### config.mk
export PLATFORM = sky130hd
export DESIGN_NAME = pkt_line_stream_decoder
export DESIGN_NICKNAME = d
export VERILOG_FILES = /design/src/rtl/pld_pkg.sv /design/src/rtl/pld_front.sv /design/src/rtl/pld_queue.sv /design/src/rtl/pld_back.sv /design/src/rtl/pkt_line_stream_decoder.sv
export SDC_FILE = /design/constraint.sdc
export NUM_CORES = 1
export LEC_CHECK = 0
export CAP_MARGIN = 20
export CORE_AREA = 2 2 215 217
export DETAILED_ROUTE_END_ITERATION = 10
export DIE_AREA = 0 0 217 219
export DONT_BUFFER_PORTS = 1
export GPL_ROUTABILITY_DRIVEN = 0
export PLACE_DENSITY = 0.76
export SLEW_MARGIN = 20
export SYNTH_ARGS = -nofsm -noshare
export SYNTH_HDL_FRONTEND = slang
export SYNTH_SLANG_ARGS = --single-unit
export TNS_END_PERCENT = 30
### constraint.sdc
create_clock -name clk -period 12.3 [get_ports clk]
set_input_delay 0.615 -clock clk [delete_from_list [all_inputs] [get_ports clk]]
set_output_delay 0.615 -clock clk [all_outputs]
set_load 0.005 [all_outputs]
### src/rtl/pld_pkg.sv
// Shared types, codes and lookup tables for the pkt-line stream decoder.
// No dependencies; every other file in rtl/ imports this package.
package pld_pkg;

    localparam int LEAD_DEPTH_DEF = 10;
    localparam int MAX_OID_DEF    = 64;
    localparam int OID_MIN        = 40;
    localparam int CMD_DEPTH      = 4;
    localparam int RES_DEPTH      = 4;
    localparam int NPAT           = 12;
    localparam int PAT_MAX        = 9;

    // packet kinds
    localparam logic [3:0] K_FLUSH     = 4'd0;
    localparam logic [3:0] K_DATA      = 4'd1;
    localparam logic [3:0] K_PROGRESS  = 4'd2;
    localparam logic [3:0] K_SBERR     = 4'd3;
    localparam logic [3:0] K_ACK       = 4'd4;
    localparam logic [3:0] K_NAK       = 4'd5;
    localparam logic [3:0] K_ERR       = 4'd6;
    localparam logic [3:0] K_COMMENT   = 4'd7;
    localparam logic [3:0] K_OK        = 4'd8;
    localparam logic [3:0] K_NG        = 4'd9;
    localparam logic [3:0] K_UNPACK    = 4'd10;
    localparam logic [3:0] K_SHALLOW   = 4'd11;
    localparam logic [3:0] K_UNSHALLOW = 4'd12;
    localparam logic [3:0] K_REF       = 4'd13;

    // result parts
    localparam logic [2:0] P_EVENT  = 3'd0;
    localparam logic [2:0] P_OID    = 3'd1;
    localparam logic [2:0] P_NAME   = 3'd2;
    localparam logic [2:0] P_CAPS   = 3'd3;
    localparam logic [2:0] P_MSG    = 3'd4;
    localparam logic [2:0] P_STATUS = 3'd5;

    // error codes
    localparam logic [2:0] E_NONE  = 3'd0;
    localparam logic [2:0] E_DIGIT = 3'd1;
    localparam logic [2:0] E_PACK  = 3'd2;
    localparam logic [2:0] E_SHORT = 3'd3;
    localparam logic [2:0] E_EMPTY = 3'd4;
    localparam logic [2:0] E_BODY  = 3'd5;
    localparam logic [2:0] E_CAPS  = 3'd6;

    localparam logic [7:0] CH_SPACE = 8'h20;
    localparam logic [7:0] CH_NL    = 8'h0a;
    localparam logic [7:0] CH_NUL   = 8'h00;

    typedef enum logic [1:0] {
        CMD_BODY,
        CMD_FLUSH,
        CMD_ERROR
    } cmd_type_t;

    typedef struct packed {
        cmd_type_t  ctype;
        logic [3:0] kind;
        logic [7:0] data;
        logic [2:0] code;
        logic       first;
        logic       last;
    } cmd_t;

    typedef struct packed {
        logic [3:0] kind;
        logic [2:0] part;
        logic [7:0] data;
        logic [3:0] nib;
        logic [1:0] ack;
        logic       unp;
        logic [2:0] err;
        logic       last;
    } result_t;

    localparam logic [3:0] PAT_KIND [NPAT] = '{
        K_DATA, K_PROGRESS, K_SBERR, K_ACK, K_NAK, K_ERR,
        K_COMMENT, K_OK, K_NG, K_UNPACK, K_SHALLOW, K_UNSHALLOW
    };

    localparam logic [3:0] PAT_LEN [NPAT] = '{
        4'd1, 4'd1, 4'd1, 4'd3, 4'd3, 4'd3, 4'd1, 4'd2, 4'd2, 4'd6, 4'd7, 4'd9
    };

    localparam logic [7:0] PAT_TEXT [NPAT][PAT_MAX] = '{
        '{8'h01, 8'h00, 8'h00, 8'h00, 8'h00, 8'h00, 8'h00, 8'h00, 8'h00},
        '{8'h02, 8'h00, 8'h00, 8'h00, 8'h00, 8'h00, 8'h00, 8'h00, 8'h00},
        '{8'h03, 8'h00, 8'h00, 8'h00, 8'h00, 8'h00, 8'h00, 8'h00, 8'h00},
        '{"A", "C", "K", 8'h00, 8'h00, 8'h00, 8'h00, 8'h00, 8'h00},
        '{"N", "A", "K", 8'h00, 8'h00, 8'h00, 8'h00, 8'h00, 8'h00},
        '{"E", "R", "R", 8'h00, 8'h00, 8'h00, 8'h00, 8'h00, 8'h00},
        '{"#", 8'h00, 8'h00, 8'h00, 8'h00, 8'h00, 8'h00, 8'h00, 8'h00},
        '{"o", "k", 8'h00, 8'h00, 8'h00, 8'h00, 8'h00, 8'h00, 8'h00},
        '{"n", "g", 8'h00, 8'h00, 8'h00, 8'h00, 8'h00, 8'h00, 8'h00},
        '{"u", "n", "p", "a", "c", "k", 8'h00, 8'h00, 8'h00},
        '{"s", "h", "a", "l", "l", "o", "w", 8'h00, 8'h00},
        '{"u", "n", "s", "h", "a", "l", "l", "o", "w"}
    };

    localparam logic [7:0] STATUS_TEXT [3][8] = '{
        '{"c", "o", "n", "t", "i", "n", "u", "e"},
        '{"c", "o", "m", "m", "o", "n", 8'h00, 8'h00},
        '{"r", "e", "a", "d", "y", 8'h00, 8'h00, 8'h00}
    };

    localparam logic [7:0] STATUS_LEN [3] = '{8'd8, 8'd6, 8'd5};

    localparam logic [7:0] OK_TAIL [3] = '{" ", "o", "k"};

    // {valid, value} of an ASCII hex digit
    function automatic logic [4:0] hex_dec(input logic [7:0] b);
        logic [4:0] r;
        r = 5'd0;
        if (b >= "0" && b <= "9")
            r = {1'b1, 4'(b - "0")};
        else if (b >= "a" && b <= "f")
            r = {1'b1, 4'(b - "a" + 8'd10)};
        else if (b >= "A" && b <= "F")
            r = {1'b1, 4'(b - "A" + 8'd10)};
        return r;
    endfunction

endpackage

### src/rtl/pld_front.sv
// Front end: length decode, lead-byte buffering, classification and replay.
// Depends on pld_pkg; feeds commands into pld_queue.
module pld_front
    import pld_pkg::*;
#(
    parameter int LEAD_DEPTH = LEAD_DEPTH_DEF
)
(
    input  logic       clk,
    input  logic       rst_n,
    input  logic       in_valid,
    output logic       in_ready,
    input  logic [7:0] in_byte,
    output logic       cmd_valid,
    output cmd_t       cmd,
    input  logic       cmd_full
);

    localparam int LCW = $clog2(LEAD_DEPTH + 1);
    localparam int LIW = $clog2(LEAD_DEPTH);

    typedef enum logic [3:0] {
        F_LEN    = 4'b0001,
        F_LEAD   = 4'b0010,
        F_REPLAY = 4'b0100,
        F_MAIN   = 4'b1000
    } fstate_t;

    fstate_t          state_reg, state_next;
    logic [7:0]       lead_reg [LEAD_DEPTH];
    logic [7:0]       lead_nb [LEAD_DEPTH];
    logic [LCW-1:0]   lead_cnt_reg, lead_cnt_next;
    logic [7:0]       len_b_reg [3];
    logic [1:0]       len_cnt_reg, len_cnt_next;
    logic [15:0]      bytes_left_reg, bytes_left_next;
    logic [3:0]       kind_reg, kind_next;
    logic [LIW-1:0]   rp_idx_reg, rp_idx_next;
    logic [LCW-1:0]   rp_n_reg, rp_n_next;

    logic             accept;
    logic [4:0]       h0, h1, h2, h3;
    logic             all_ok, is_pack;
    logic [15:0]      len;
    logic [4:0]       n5;
    logic             complete;
    logic [NPAT-1:0]  pat_bad;
    logic [3:0]       kind_sel;
    logic             done;
    logic             rp_end;

    assign in_ready = (state_reg != F_REPLAY) && !cmd_full;
    assign accept   = in_valid && in_ready;

    assign h0 = hex_dec(len_b_reg[0]);
    assign h1 = hex_dec(len_b_reg[1]);
    assign h2 = hex_dec(len_b_reg[2]);
    assign h3 = hex_dec(in_byte);
    assign all_ok  = h0[4] && h1[4] && h2[4] && h3[4];
    assign is_pack = (len_b_reg[0] == "P") && (len_b_reg[1] == "A") &&
                     (len_b_reg[2] == "C") && (in_byte == "K");
    assign len = {h0[3:0], h1[3:0], h2[3:0], h3[3:0]};

    // lead buffer as it stands with the incoming byte written
    always_comb
    begin
        for (int i = 0; i < LEAD_DEPTH; i++)
        begin
            lead_nb[i] = (LCW'(i) == lead_cnt_reg) ? in_byte : lead_reg[i];
        end
    end

    assign n5       = 5'(lead_cnt_reg) + 5'd1;
    assign complete = (bytes_left_reg == 16'd1);

    always_comb
    begin
        for (int t = 0; t < NPAT; t++)
        begin
            pat_bad[t] = 1'b0;
            for (int i = 0; i < PAT_MAX; i++)
            begin
                if ((5'(i) < n5) && (4'(i) < PAT_LEN[t]) &&
                    (lead_nb[i] != PAT_TEXT[t][i]))
                    pat_bad[t] = 1'b1;
            end
        end
    end

    // first prefix match decides; an unfinished match waits for more bytes
    always_comb
    begin
        kind_sel = K_REF;
        done     = 1'b0;
        for (int t = 0; t < NPAT; t++)
        begin
            if (!done && !pat_bad[t])
            begin
                if (n5 >= 5'(PAT_LEN[t]))
                begin
                    kind_sel = PAT_KIND[t];
                    done     = 1'b1;
                end
                else if (!complete)
                begin
                    kind_sel = K_FLUSH;
                    done     = 1'b1;
                end
            end
        end
    end

    assign rp_end = (LCW'(rp_idx_reg) + LCW'(1)) == rp_n_reg;

    always_comb
    begin
        state_next      = state_reg;
        lead_cnt_next   = lead_cnt_reg;
        len_cnt_next    = len_cnt_reg;
        bytes_left_next = bytes_left_reg;
        kind_next       = kind_reg;
        rp_idx_next     = rp_idx_reg;
        rp_n_next       = rp_n_reg;
        cmd_valid       = 1'b0;
        cmd             = '0;
        cmd.ctype       = CMD_BODY;
        unique case (state_reg)
            F_LEN:
            begin
                if (accept)
                begin
                    if (len_cnt_reg != 2'd3)
                    begin
                        len_cnt_next = len_cnt_reg + 2'd1;
                    end
                    else
                    begin
                        len_cnt_next = 2'd0;
                        cmd_valid    = 1'b1;
                        if (!all_ok)
                        begin
                            cmd.ctype = CMD_ERROR;
                            cmd.code  = is_pack ? E_PACK : E_DIGIT;
                        end
                        else if (len == 16'd0)
                        begin
                            cmd.ctype = CMD_FLUSH;
                        end
                        else if (len < 16'd4)
                        begin
                            cmd.ctype = CMD_ERROR;
                            cmd.code  = E_SHORT;
                        end
                        else if (len == 16'd4)
                        begin
                            cmd.ctype = CMD_ERROR;
                            cmd.code  = E_EMPTY;
                        end
                        else
                        begin
                            cmd_valid       = 1'b0;
                            bytes_left_next = len - 16'd4;
                            lead_cnt_next   = '0;
                            state_next      = F_LEAD;
                        end
                    end
                end
            end
            F_LEAD:
            begin
                if (accept)
                begin
                    bytes_left_next = bytes_left_reg - 16'd1;
                    if (kind_sel == K_FLUSH && n5 < 5'(LEAD_DEPTH))
                    begin
                        lead_cnt_next = lead_cnt_reg + LCW'(1);
                    end
                    else
                    begin
                        kind_next     = (kind_sel == K_FLUSH) ? K_REF : kind_sel;
                        rp_n_next     = lead_cnt_reg + LCW'(1);
                        rp_idx_next   = '0;
                        lead_cnt_next = '0;
                        state_next    = F_REPLAY;
                    end
                end
            end
            F_REPLAY:
            begin
                if (!cmd_full)
                begin
                    cmd_valid = 1'b1;
                    cmd.kind  = kind_reg;
                    cmd.data  = lead_reg[rp_idx_reg];
                    cmd.first = (rp_idx_reg == '0);
                    cmd.last  = rp_end && (bytes_left_reg == 16'd0);
                    if (rp_end)
                        state_next = (bytes_left_reg == 16'd0) ? F_LEN : F_MAIN;
                    else
                        rp_idx_next = rp_idx_reg + LIW'(1);
                end
            end
            F_MAIN:
            begin
                if (accept)
                begin
                    bytes_left_next = bytes_left_reg - 16'd1;
                    cmd_valid       = 1'b1;
                    cmd.kind        = kind_reg;
                    cmd.data        = in_byte;
                    cmd.last        = complete;
                    if (complete)
                        state_next = F_LEN;
                end
            end
            default:
            begin
                state_next = F_LEN;
            end
        endcase
    end

    always_ff @(posedge clk or negedge rst_n)
    begin
        if (!rst_n)
        begin
            state_reg      <= F_LEN;
            lead_cnt_reg   <= '0;
            len_cnt_reg    <= 2'd0;
            bytes_left_reg <= 16'd0;
            kind_reg       <= K_FLUSH;
            rp_idx_reg     <= '0;
            rp_n_reg       <= '0;
        end
        else
        begin
            state_reg      <= state_next;
            lead_cnt_reg   <= lead_cnt_next;
            len_cnt_reg    <= len_cnt_next;
            bytes_left_reg <= bytes_left_next;
            kind_reg       <= kind_next;
            rp_idx_reg     <= rp_idx_next;
            rp_n_reg       <= rp_n_next;
        end
    end

    always_ff @(posedge clk)
    begin
        if (accept && state_reg == F_LEN && len_cnt_reg != 2'd3)
            len_b_reg[len_cnt_reg] <= in_byte;
        if (accept && state_reg == F_LEAD)
            lead_reg[lead_cnt_reg[LIW-1:0]] <= in_byte;
    end

endmodule

### src/rtl/pld_queue.sv
// Short command queue between the front end and the back end.
// Depends on pld_pkg for the command type and depth.
module pld_queue
    import pld_pkg::*;
(
    input  logic clk,
    input  logic rst_n,
    input  logic push,
    input  cmd_t push_cmd,
    output logic full,
    output logic head_valid,
    output cmd_t head,
    input  logic pop
);

    localparam int PW = $clog2(CMD_DEPTH);
    localparam int CW = $clog2(CMD_DEPTH + 1);

    cmd_t           mem [CMD_DEPTH];
    logic [PW-1:0]  wr_ptr_reg, rd_ptr_reg;
    logic [CW-1:0]  cnt_reg, cnt_next;

    assign full       = (cnt_reg == CW'(CMD_DEPTH));
    assign head_valid = (cnt_reg != '0);
    assign head       = mem[rd_ptr_reg];

    always_comb
    begin
        cnt_next = cnt_reg;
        if (push && !pop)
            cnt_next = cnt_reg + CW'(1);
        else if (!push && pop)
            cnt_next = cnt_reg - CW'(1);
    end

    always_ff @(posedge clk or negedge rst_n)
    begin
        if (!rst_n)
        begin
            wr_ptr_reg <= '0;
            rd_ptr_reg <= '0;
            cnt_reg    <= '0;
        end
        else
        begin
            cnt_reg <= cnt_next;
            if (push)
                wr_ptr_reg <= wr_ptr_reg + PW'(1);
            if (pop)
                rd_ptr_reg <= rd_ptr_reg + PW'(1);
        end
    end

    always_ff @(posedge clk)
    begin
        if (push)
            mem[wr_ptr_reg] <= push_cmd;
    end

endmodule

### src/rtl/pld_back.sv
// Back end: per-kind body rules, result generation and the result buffer.
// Depends on pld_pkg; takes commands from pld_queue.
module pld_back
    import pld_pkg::*;
#(
    parameter int MAX_OID_DIGITS = MAX_OID_DEF
)
(
    input  logic       clk,
    input  logic       rst_n,
    input  logic       cfg_wr_en,
    input  logic [6:0] cfg_wr_data,
    input  logic       cmd_valid,
    input  cmd_t       cmd,
    output logic       cmd_pop,
    output logic       out_valid,
    input  logic       out_ready,
    output result_t    res
);

    localparam int PW = $clog2(RES_DEPTH);
    localparam int CW = $clog2(RES_DEPTH + 1);

    typedef enum logic [2:0] {
        B_MAIN   = 3'b001,
        B_SECOND = 3'b010,
        B_REST   = 3'b100
    } bphase_t;

    logic [6:0]    oid_cfg_reg;
    logic [6:0]    dd;
    bphase_t       ph_reg, ph_c, ph_n;
    logic [4:0]    acc_reg, acc_c, acc_n;
    logic [6:0]    fpos_reg, p;
    logic          caps_reg, caps_n;
    logic          halted_reg;

    result_t       res_mem [RES_DEPTH];
    logic [PW-1:0] wr_ptr_reg, rd_ptr_reg;
    logic [CW-1:0] cnt_reg;

    logic [7:0]    b, p8, d8, q8, ll;
    logic [4:0]    hx;
    logic [2:0]    alive;
    logic          fail;
    logic [2:0]    fcode;
    logic          r0v;
    logic [2:0]    r0p;
    logic [3:0]    r0nib;
    logic [2:0]    tpart;
    logic [1:0]    ackv;
    logic          unpv;
    logic          r1v;
    result_t       r0, r1;
    logic          act, halt_now;
    logic [1:0]    npush;
    logic          out_pop;

    always_comb
    begin
        if (oid_cfg_reg < 7'(OID_MIN))
            dd = 7'(OID_MIN);
        else if (oid_cfg_reg > 7'(MAX_OID_DIGITS))
            dd = 7'(MAX_OID_DIGITS);
        else
            dd = oid_cfg_reg;
    end

    assign b     = cmd.data;
    assign p     = cmd.first ? 7'd0 : fpos_reg;
    assign ph_c  = cmd.first ? B_MAIN : ph_reg;
    assign acc_c = cmd.first ? ((cmd.kind == K_UNPACK) ? 5'd1 : 5'd0) : acc_reg;
    assign p8    = {1'b0, p};
    assign d8    = {1'b0, dd};
    assign q8    = p8 - 8'd5 - d8;
    assign hx    = hex_dec(b);
    assign ll    = (cmd.kind == K_SHALLOW) ? 8'd8 : 8'd10;

    always_comb
    begin
        ph_n   = ph_c;
        acc_n  = acc_c;
        caps_n = caps_reg;
        fail   = 1'b0;
        fcode  = E_BODY;
        r0v    = 1'b0;
        r0p    = P_MSG;
        r0nib  = 4'd0;
        tpart  = P_EVENT;
        ackv   = 2'd0;
        unpv   = 1'b0;
        alive  = acc_c[2:0];
        unique case (cmd.kind)
            K_DATA, K_PROGRESS, K_SBERR:
            begin
                r0v = (p8 != 8'd0);
            end
            K_ACK:
            begin
                if (p8 == 8'd3 && b != CH_SPACE)
                    fail = 1'b1;
                else if (p8 >= 8'd4 && p8 < 8'd4 + d8)
                begin
                    if (hx[4])
                    begin
                        r0v   = 1'b1;
                        r0p   = P_OID;
                        r0nib = hx[3:0];
                    end
                    else
                        fail = 1'b1;
                end
                else if (p8 == 8'd4 + d8)
                begin
                    if (b == CH_SPACE)
                    begin
                        ph_n  = B_SECOND;
                        acc_n = 5'd7;
                    end
                    else
                        ph_n = B_REST;
                end
                else if (p8 > 8'd4 + d8 && ph_c == B_SECOND)
                begin
                    // drop status words that no longer match
                    for (int w = 0; w < 3; w++)
                    begin
                        if (alive[w] && (q8 >= STATUS_LEN[w] ||
                            b != STATUS_TEXT[w][q8[2:0]]))
                            alive[w] = 1'b0;
                    end
                    if (alive == 3'd0)
                        fail = 1'b1;
                    else
                    begin
                        acc_n = {2'd0, alive};
                        for (int w = 0; w < 3; w++)
                        begin
                            if (alive[w] && (q8 + 8'd1 == STATUS_LEN[w]))
                            begin
                                acc_n = {2'(w + 1), 3'd0};
                                ph_n  = B_REST;
                            end
                        end
                    end
                end
                if (!fail && cmd.last)
                begin
                    if (p8 < 8'd3 + d8 || ph_n == B_SECOND)
                        fail = 1'b1;
                    else
                    begin
                        ackv  = acc_n[4:3];
                        tpart = P_STATUS;
                    end
                end
            end
            K_NAK:
            begin
                r0v = 1'b0;
            end
            K_ERR:
            begin
                if (p8 == 8'd3 && b != CH_SPACE)
                    fail = 1'b1;
                else if (p8 >= 8'd4)
                    r0v = 1'b1;
                if (!fail && cmd.last && p8 < 8'd3)
                    fail = 1'b1;
            end
            K_COMMENT:
            begin
                r0v = 1'b1;
            end
            K_OK:
            begin
                if (p8 == 8'd2 && b != CH_SPACE)
                    fail = 1'b1;
                else if (p8 >= 8'd3 && !(cmd.last && b == CH_NL))
                begin
                    r0v = 1'b1;
                    r0p = P_NAME;
                end
                if (!fail && cmd.last && p8 < 8'd2)
                    fail = 1'b1;
            end
            K_NG:
            begin
                if (p8 == 8'd2 && b != CH_SPACE)
                    fail = 1'b1;
                else if (p8 >= 8'd3)
                begin
                    if (ph_c == B_MAIN)
                    begin
                        if (b == CH_SPACE)
                            ph_n = B_SECOND;
                        else
                        begin
                            r0v = 1'b1;
                            r0p = P_NAME;
                        end
                    end
                    else if (ph_c == B_SECOND)
                    begin
                        if (b == CH_NL)
                            ph_n = B_REST;
                        else
                            r0v = 1'b1;
                    end
                end
                if (!fail && cmd.last && ph_n != B_REST)
                    fail = 1'b1;
            end
            K_UNPACK:
            begin
                if (p8 >= 8'd6 && p8 <= 8'd8 && b != OK_TAIL[2'(p8 - 8'd6)])
                    acc_n = 5'd0;
                if (cmd.last)
                begin
                    unpv  = acc_n[0] && (p8 >= 8'd8);
                    tpart = P_STATUS;
                end
            end
            K_SHALLOW, K_UNSHALLOW:
            begin
                if (p8 == ll - 8'd1 && b != CH_SPACE)
                    fail = 1'b1;
                else if (p8 >= ll + d8)
                    fail = 1'b1;
                else if (p8 >= ll)
                begin
                    if (hx[4])
                    begin
                        r0v   = 1'b1;
                        r0p   = P_OID;
                        r0nib = hx[3:0];
                    end
                    else
                        fail = 1'b1;
                end
                if (!fail && cmd.last && (p8 + 8'd1 < ll + d8))
                    fail = 1'b1;
            end
            default:
            begin
                if (p8 < d8)
                begin
                    if (hx[4])
                    begin
                        r0v   = 1'b1;
                        r0p   = P_OID;
                        r0nib = hx[3:0];
                    end
                    else
                        fail = 1'b1;
                end
                else if (p8 == d8)
                begin
                    if (b != CH_SPACE)
                        fail = 1'b1;
                end
                else if (!(cmd.last && b == CH_NL))
                begin
                    if (ph_c == B_MAIN)
                    begin
                        if (b == CH_NUL)
                        begin
                            if (caps_reg)
                            begin
                                fail  = 1'b1;
                                fcode = E_CAPS;
                            end
                            else
                                ph_n = B_SECOND;
                        end
                        else
                        begin
                            r0v = 1'b1;
                            r0p = P_NAME;
                        end
                    end
                    else
                    begin
                        r0v = 1'b1;
                        r0p = P_CAPS;
                    end
                end
                if (!fail && cmd.last)
                begin
                    if (p8 < d8 + 8'd1)
                        fail = 1'b1;
                    else
                        caps_n = 1'b1;
                end
            end
        endcase
    end

    always_comb
    begin
        r0      = '0;
        r0.kind = cmd.kind;
        r0.part = r0p;
        r0.data = b;
        r0.nib  = r0nib;
        r1      = '0;
        r1.last = 1'b1;
        r1v     = 1'b0;
        halt_now = 1'b0;
        unique case (cmd.ctype)
            CMD_BODY:
            begin
                r1v     = fail || cmd.last;
                r1.kind = cmd.kind;
                halt_now = fail;
                if (fail)
                    r1.err = fcode;
                else
                begin
                    r1.part = tpart;
                    r1.ack  = ackv;
                    r1.unp  = unpv;
                end
            end
            CMD_FLUSH:
            begin
                r1v = 1'b1;
            end
            CMD_ERROR:
            begin
                r1v      = 1'b1;
                r1.err   = cmd.code;
                halt_now = 1'b1;
            end
            default:
            begin
                r1v = 1'b0;
            end
        endcase
    end

    // need room for two results before taking a command, unless halted
    assign cmd_pop   = cmd_valid && (halted_reg || cnt_reg <= CW'(RES_DEPTH - 2));
    assign act       = cmd_pop && !halted_reg;
    assign npush     = act ? ({1'b0, (cmd.ctype == CMD_BODY) && r0v} + {1'b0, r1v}) : 2'd0;
    assign out_valid = (cnt_reg != '0);
    assign res       = res_mem[rd_ptr_reg];
    assign out_pop   = out_valid && out_ready;

    always_ff @(posedge clk or negedge rst_n)
    begin
        if (!rst_n)
        begin
            oid_cfg_reg <= 7'd64;
            ph_reg      <= B_MAIN;
            acc_reg     <= 5'd0;
            fpos_reg    <= 7'd0;
            caps_reg    <= 1'b0;
            halted_reg  <= 1'b0;
            wr_ptr_reg  <= '0;
            rd_ptr_reg  <= '0;
            cnt_reg     <= '0;
        end
        else
        begin
            if (cfg_wr_en)
                oid_cfg_reg <= cfg_wr_data;
            if (act && cmd.ctype == CMD_BODY)
            begin
                ph_reg   <= ph_n;
                acc_reg  <= acc_n;
                fpos_reg <= (p < 7'd127) ? p + 7'd1 : p;
                caps_reg <= fail ? caps_reg : caps_n;
            end
            if (act && halt_now)
                halted_reg <= 1'b1;
            wr_ptr_reg <= wr_ptr_reg + PW'(npush);
            if (out_pop)
                rd_ptr_reg <= rd_ptr_reg + PW'(1);
            cnt_reg <= cnt_reg + CW'(npush) - CW'(out_pop);
        end
    end

    always_ff @(posedge clk)
    begin
        if (npush == 2'd2)
        begin
            res_mem[wr_ptr_reg]          <= r0;
            res_mem[wr_ptr_reg + PW'(1)] <= r1;
        end
        else if (npush == 2'd1)
            res_mem[wr_ptr_reg] <= r1v ? r1 : r0;
    end

    a_halt_sticky: assert property (@(posedge clk) disable iff (!rst_n)
        halted_reg |=> halted_reg)
        else $error("halt flag cleared without reset");

    a_no_result_when_halted: assert property (@(posedge clk) disable iff (!rst_n)
        halted_reg |-> npush == 2'd0)
        else $error("result produced while halted");

    a_buffer_bound: assert property (@(posedge clk) disable iff (!rst_n)
        cnt_reg <= CW'(RES_DEPTH))
        else $error("result buffer overflow");

    a_error_halts: assert property (@(posedge clk) disable iff (!rst_n)
        (act && cmd.ctype == CMD_ERROR) |=> halted_reg)
        else $error("length error did not halt");

endmodule

### src/rtl/pkt_line_stream_decoder.sv
// Top level of the pkt-line stream decoder: front end, command queue, back end.
// Depends on pld_pkg, pld_front, pld_queue and pld_back.
//
//  channel  | handshake              | payload
//  ---------+------------------------+------------------------------------------
//  input    | in_valid / in_ready    | in_byte
//  result   | out_valid / out_ready  | pkt_kind part out_byte oid_nibble
//           |                        | ack_status unpack_good error_code last
//  config   | cfg_wr_en              | cfg_wr_data (oid_hex_digits)
//
// One byte per cycle in the length digits and the packet body while the command
// queue is not full; once a packet's class is known the front end replays its
// buffered lead bytes, one per cycle unless the queue is full, holding in_ready
// low while up to LEAD_DEPTH bytes are replayed. The back end emits up to two
// results per command into a four-entry result buffer, through the registered queue.
// rst_n clears all control state asynchronously; no clearing pass is needed.
module pkt_line_stream_decoder
    import pld_pkg::*;
#(
    parameter int LEAD_DEPTH     = LEAD_DEPTH_DEF,
    parameter int MAX_OID_DIGITS = MAX_OID_DEF
)
(
    input  logic       clk,
    input  logic       rst_n,
    input  logic       in_valid,
    output logic       in_ready,
    input  logic [7:0] in_byte,
    input  logic       cfg_wr_en,
    input  logic [6:0] cfg_wr_data,
    output logic       out_valid,
    input  logic       out_ready,
    output logic [3:0] pkt_kind,
    output logic [2:0] part,
    output logic [7:0] out_byte,
    output logic [3:0] oid_nibble,
    output logic [1:0] ack_status,
    output logic       unpack_good,
    output logic [2:0] error_code,
    output logic       last
);

    logic    f_valid, q_full, q_valid, q_pop;
    cmd_t    f_cmd, q_head;
    result_t res;

    pld_front #(.LEAD_DEPTH(LEAD_DEPTH)) u_front (
        .clk       (clk),
        .rst_n     (rst_n),
        .in_valid  (in_valid),
        .in_ready  (in_ready),
        .in_byte   (in_byte),
        .cmd_valid (f_valid),
        .cmd       (f_cmd),
        .cmd_full  (q_full)
    );

    pld_queue u_queue (
        .clk        (clk),
        .rst_n      (rst_n),
        .push       (f_valid),
        .push_cmd   (f_cmd),
        .full       (q_full),
        .head_valid (q_valid),
        .head       (q_head),
        .pop        (q_pop)
    );

    pld_back #(.MAX_OID_DIGITS(MAX_OID_DIGITS)) u_back (
        .clk         (clk),
        .rst_n       (rst_n),
        .cfg_wr_en   (cfg_wr_en),
        .cfg_wr_data (cfg_wr_data),
        .cmd_valid   (q_valid),
        .cmd         (q_head),
        .cmd_pop     (q_pop),
        .out_valid   (out_valid),
        .out_ready   (out_ready),
        .res         (res)
    );

    assign pkt_kind    = res.kind;
    assign part        = res.part;
    assign out_byte    = res.data;
    assign oid_nibble  = res.nib;
    assign ack_status  = res.ack;
    assign unpack_good = res.unp;
    assign error_code  = res.err;
    assign last        = res.last;

endmodule

==> flow_summary.ini <==
[sta]
final.min_clock_period_ps = 8387
slew_headroom_pct = 27.41
report.final.setup_viol = 0
unrepaired_setup_endpoints_after_global_routing = no
timing_worst_slew_pin_value_ps = 1086
hold_slack_ps = 119.5
final.setup_skew_ps = 25.76
fmax_ghz = 0.1192
timing.final.hold_violations = 0
finalMaxSlewViolations = 0
timing.final.crit_share_pct = 68.19
fin_tns_setup_ps = 0

[detailed_routing]
avgViaCountPerCell = 6.675
dr_wl_cell_um = 22.35
dr_iter_0_viols = 2293
detail_route.wirelength_mm = 63.70
drc = 0
num_vias = 19025
detailed_router_iteration_count_before_antenna_repair = 7
antenna_left = 0

[final_layout]
finish.cell_count_without_fillers = 2850
area.growth.synth_to_final_pct = 7.767
antenna_cells = 0
largest_register_ffs = 128
drive_gt1_share_pct = 10.62
final_nets = 2362

[clocking]
ctsRootBufferMaster = clkbuf_16
clock_transition_at_the_register_clock_pins_on_the_worst_setup_and_hold_paths_after_cts_ps = 60
clock_tree.htree_level_count = 2
tritoncts = yes
clock_path_buffers = 3
clock_insertion_delay_worst_skew_ps = 580
clock_sink_count = 408
cts_made_buffers = 42

[yosys]
mappedNetlistNets = 2407
synth.distinct_cells = 100
synth_area_sq_mm = 0.02468
synthCells = 2261
yosysSeqAreaShare_pct = 45.85
synthesis.yosys.warnings = 0
synth_async_sr_flop_share_pct = 18.63
syn-mean-instance-area_sq_um = 10.92
synth-edff-count = 276
synth-main-ff-cell = edfxtp_1
synth.ff_latch_count = 408

[grt]
gr-total-overflow = 0
maximum_number_of_pins_on_one_net_before_global_route_repair = 77
antenna_found_initial = 0
grt_pass1_vias = 18526
wire_length_of_the_first_global_routing_pass_mm = 101.0
grt_use_total_pct = 26.67

[outcome]
outcome = completed

[critical_path]
worstSetupPathType = flip-flop to flip-flop
crit_required_ps = 12590
end_kind = flip-flop
setup.worst_path.start_class = flip-flop
critical_path_peak_fanout = 27
cp.arrival_ps = 8680

[die]
core.rowCount = 78
fp.dieW_um = 217
ios = 48
design.core.area_sq_mm = 0.04509
floorplan.initialDensity_pct = 54.74
chipHeight_um = 219
design.die.area_sq_mm = 0.04752

[power]
report.power.total_mw = 4.632
peak_vdd_ir_v = 0.0001505
power_density_mw_per_mm2 = 174.1
power.leakage_nw = 9.699

[hold_path]
hold_path_class = primary input to flip-flop

[placed_design]
dp.cells = 2770
post-dp-hpwl_mm = 44.59
port_buffers = 0

[job]
maxCapViolations = 0
## per-stage QoR
stage | utilization [%] | setup WS, ps | instance area, sq um
6_report | 58.99 | 3913 | 26600
5_1_grt | 58.99 | 3277 | 26600
4_1_cts | 58.97 | 4003 | 26590
3_5_place_dp | 55.75 | 4137 | 25140
3_3_place_gp | 55.75 | 4356 | 25140
2_1_floorplan | - | 5311 | 24680
## power by group
part / switching [mW] / internal [mW]
Clock: 0.557 / 0.747
Sequential: 0.166 / 1.58
Combinational: 0.949 / 0.637
## per-layer routing
metal	vias to the layer above	routed length (um)	GRT usage, %
li1	8503	-	-
met5	-	0	0
met1	9298	25290	34.66
met2	1016	30880	45.21
met4	0	2610	11.12
met3	208	4917	3.520
## layout make-up
| cell class | instances | area (sq um) |
|---|---|---|
| multi-input combinational | 1633 | 12520 |
| clock inverter | 28 | 291.5 |
| inverter | 109 | 409.1 |
| fill | 3663 | 18490 |
| tap | 600 | 750.7 |
| clock buffer | 50 | 1122 |
| sequential | 408 | 11320 |
| timing repair buffer | 22 | 187.7 |
## Yosys cell counts, drive strengths merged (13+ instances only)
cell type	number	area share (%)
o21ai	122	2.5
o31ai	20	0.66
dfxtp	56	4.5
buf	27	0.61
a22oi	14	0.43
o22ai	20	0.56
a21o	18	0.55
nand3b	17	0.52
xnor2	39	1.4
nor4	24	0.61
a211oi	17	0.52
nand3	48	0.97
o211ai	15	0.46
nand2	176	2.7
edfxtp	276	34
a21oi	93	1.9
mux4	87	7.9
nor2	149	2.3
and2	53	1.3
nand2b	35	0.89
or3	20	0.53
dfrtp	73	7.4
nor3b	27	0.82
mux2i	17	0.69
nor3	46	0.95
a22o	43	1.5
clkbuf	84	1.3
mux2	19	0.87
xor2	26	0.92
nor2b	57	1.4
and3	22	0.56
o21bai	13	0.40
nor4b	17	0.60
nand4	31	0.79
inv	107	1.6
ha	122	6.2
a31oi	24	0.63
## cells by family (layout without fill, tap and decap cells)
logic type                 count (synthesis)  after routing  share of synthesized area (%)
and+or+nand+nor                          788            788                          17.31
xor gates and xnor gates                  65             65                          2.307
buffers and inverters                    220            209                          3.544
DFF                                      408            408                          45.85
AOI/OAI and AO/OA                        530            530                          14.97
muxes                                    123            123                          9.496
adders and majority gates                126            126                          6.510
other                                      1              1                        0.01519
## timing repair
item | 4_1_cts | 5_1_grt
gates resized for setup | 0 | 0
hold buffers | 2 | 0
hold endpoints to repair | 76 | 0
buffers inserted | 0 | 0
## final timing paths
check / to / slack [ps] / from / cells past startpoint
max: u_back.res_mem[1][23]$_DFFE_PP_ / 3910 / u_queue.rd_ptr_reg[1]$_DFFE_PN0P_ / 23
min: u_back.oid_cfg_reg[6]$_DFFE_PN1P_ / 120 / cfg_wr_en / 1
max reg2reg: u_back.res_mem[1][23]$_DFFE_PP_ / 3910 / u_queue.rd_ptr_reg[1]$_DFFE_PN0P_ / 23
min reg2reg: u_back.res_mem[1][0]$_SDFFE_PP1N_ / 450 / u_back.res_mem[1][0]$_SDFFE_PP1N_ / 2
max in group asynchronous: u_front.state_reg[0]$_DFFE_PN1P_ / 11300 / rst_n / 2
min in group asynchronous: u_back.fpos_reg[4]$_DFFE_PN0P_ / 600 / rst_n / 2
## cell usage in the layout (no fill, tap or decap), types with 18 or more instances in the layout
| cell type | count |
|---|---|
| a21oi_1 | 93 |
| a21o_1 | 18 |
| ha_1 | 122 |
| nor3b_1 | 27 |
| o31ai_1 | 19 |
| mux2_2 | 19 |
| dfrtp_1 | 70 |
| a31oi_1 | 23 |
| nor2b_1 | 57 |
| nand2_1 | 176 |
| o22ai_1 | 18 |
| inv_1 | 107 |
| xnor2_1 | 39 |
| edfxtp_1 | 276 |
| nor3_1 | 44 |
| clkbuf_16 | 43 |
| a22o_1 | 43 |
| nor4_1 | 23 |
| buf_4 | 20 |
| and3_1 | 22 |
| mux4_2 | 87 |
| dfxtp_1 | 56 |
| or3_1 | 19 |
| xor2_1 | 26 |
| nor2_1 | 149 |
| nand2b_1 | 35 |
| nand3_1 | 48 |
| nand4_1 | 31 |
| o21ai_0 | 117 |
| and2_1 | 52 |
## worst max-delay path: stages (launching register included)
cell and delay (ps):
dfrtp_1 330, buf_4 350, mux4_2 610, nor2b_1 720
ha_1 320, inv_1 90, fa_1 930, mux4_2 430
a41oi_1 360, o21ai_1 140, a211oi_1 350, a21oi_1 110
a211oi_1 610, nor3_1 130, nor2_1 150, ha_1 240
and2_1 180, ha_1 350, nand2b_1 170, nand2_1 80
nand2_1 420, inv_1 430, a22oi_1 450, nor2b_1 120
Note: power is estimated with default switching activity, not from simulation.
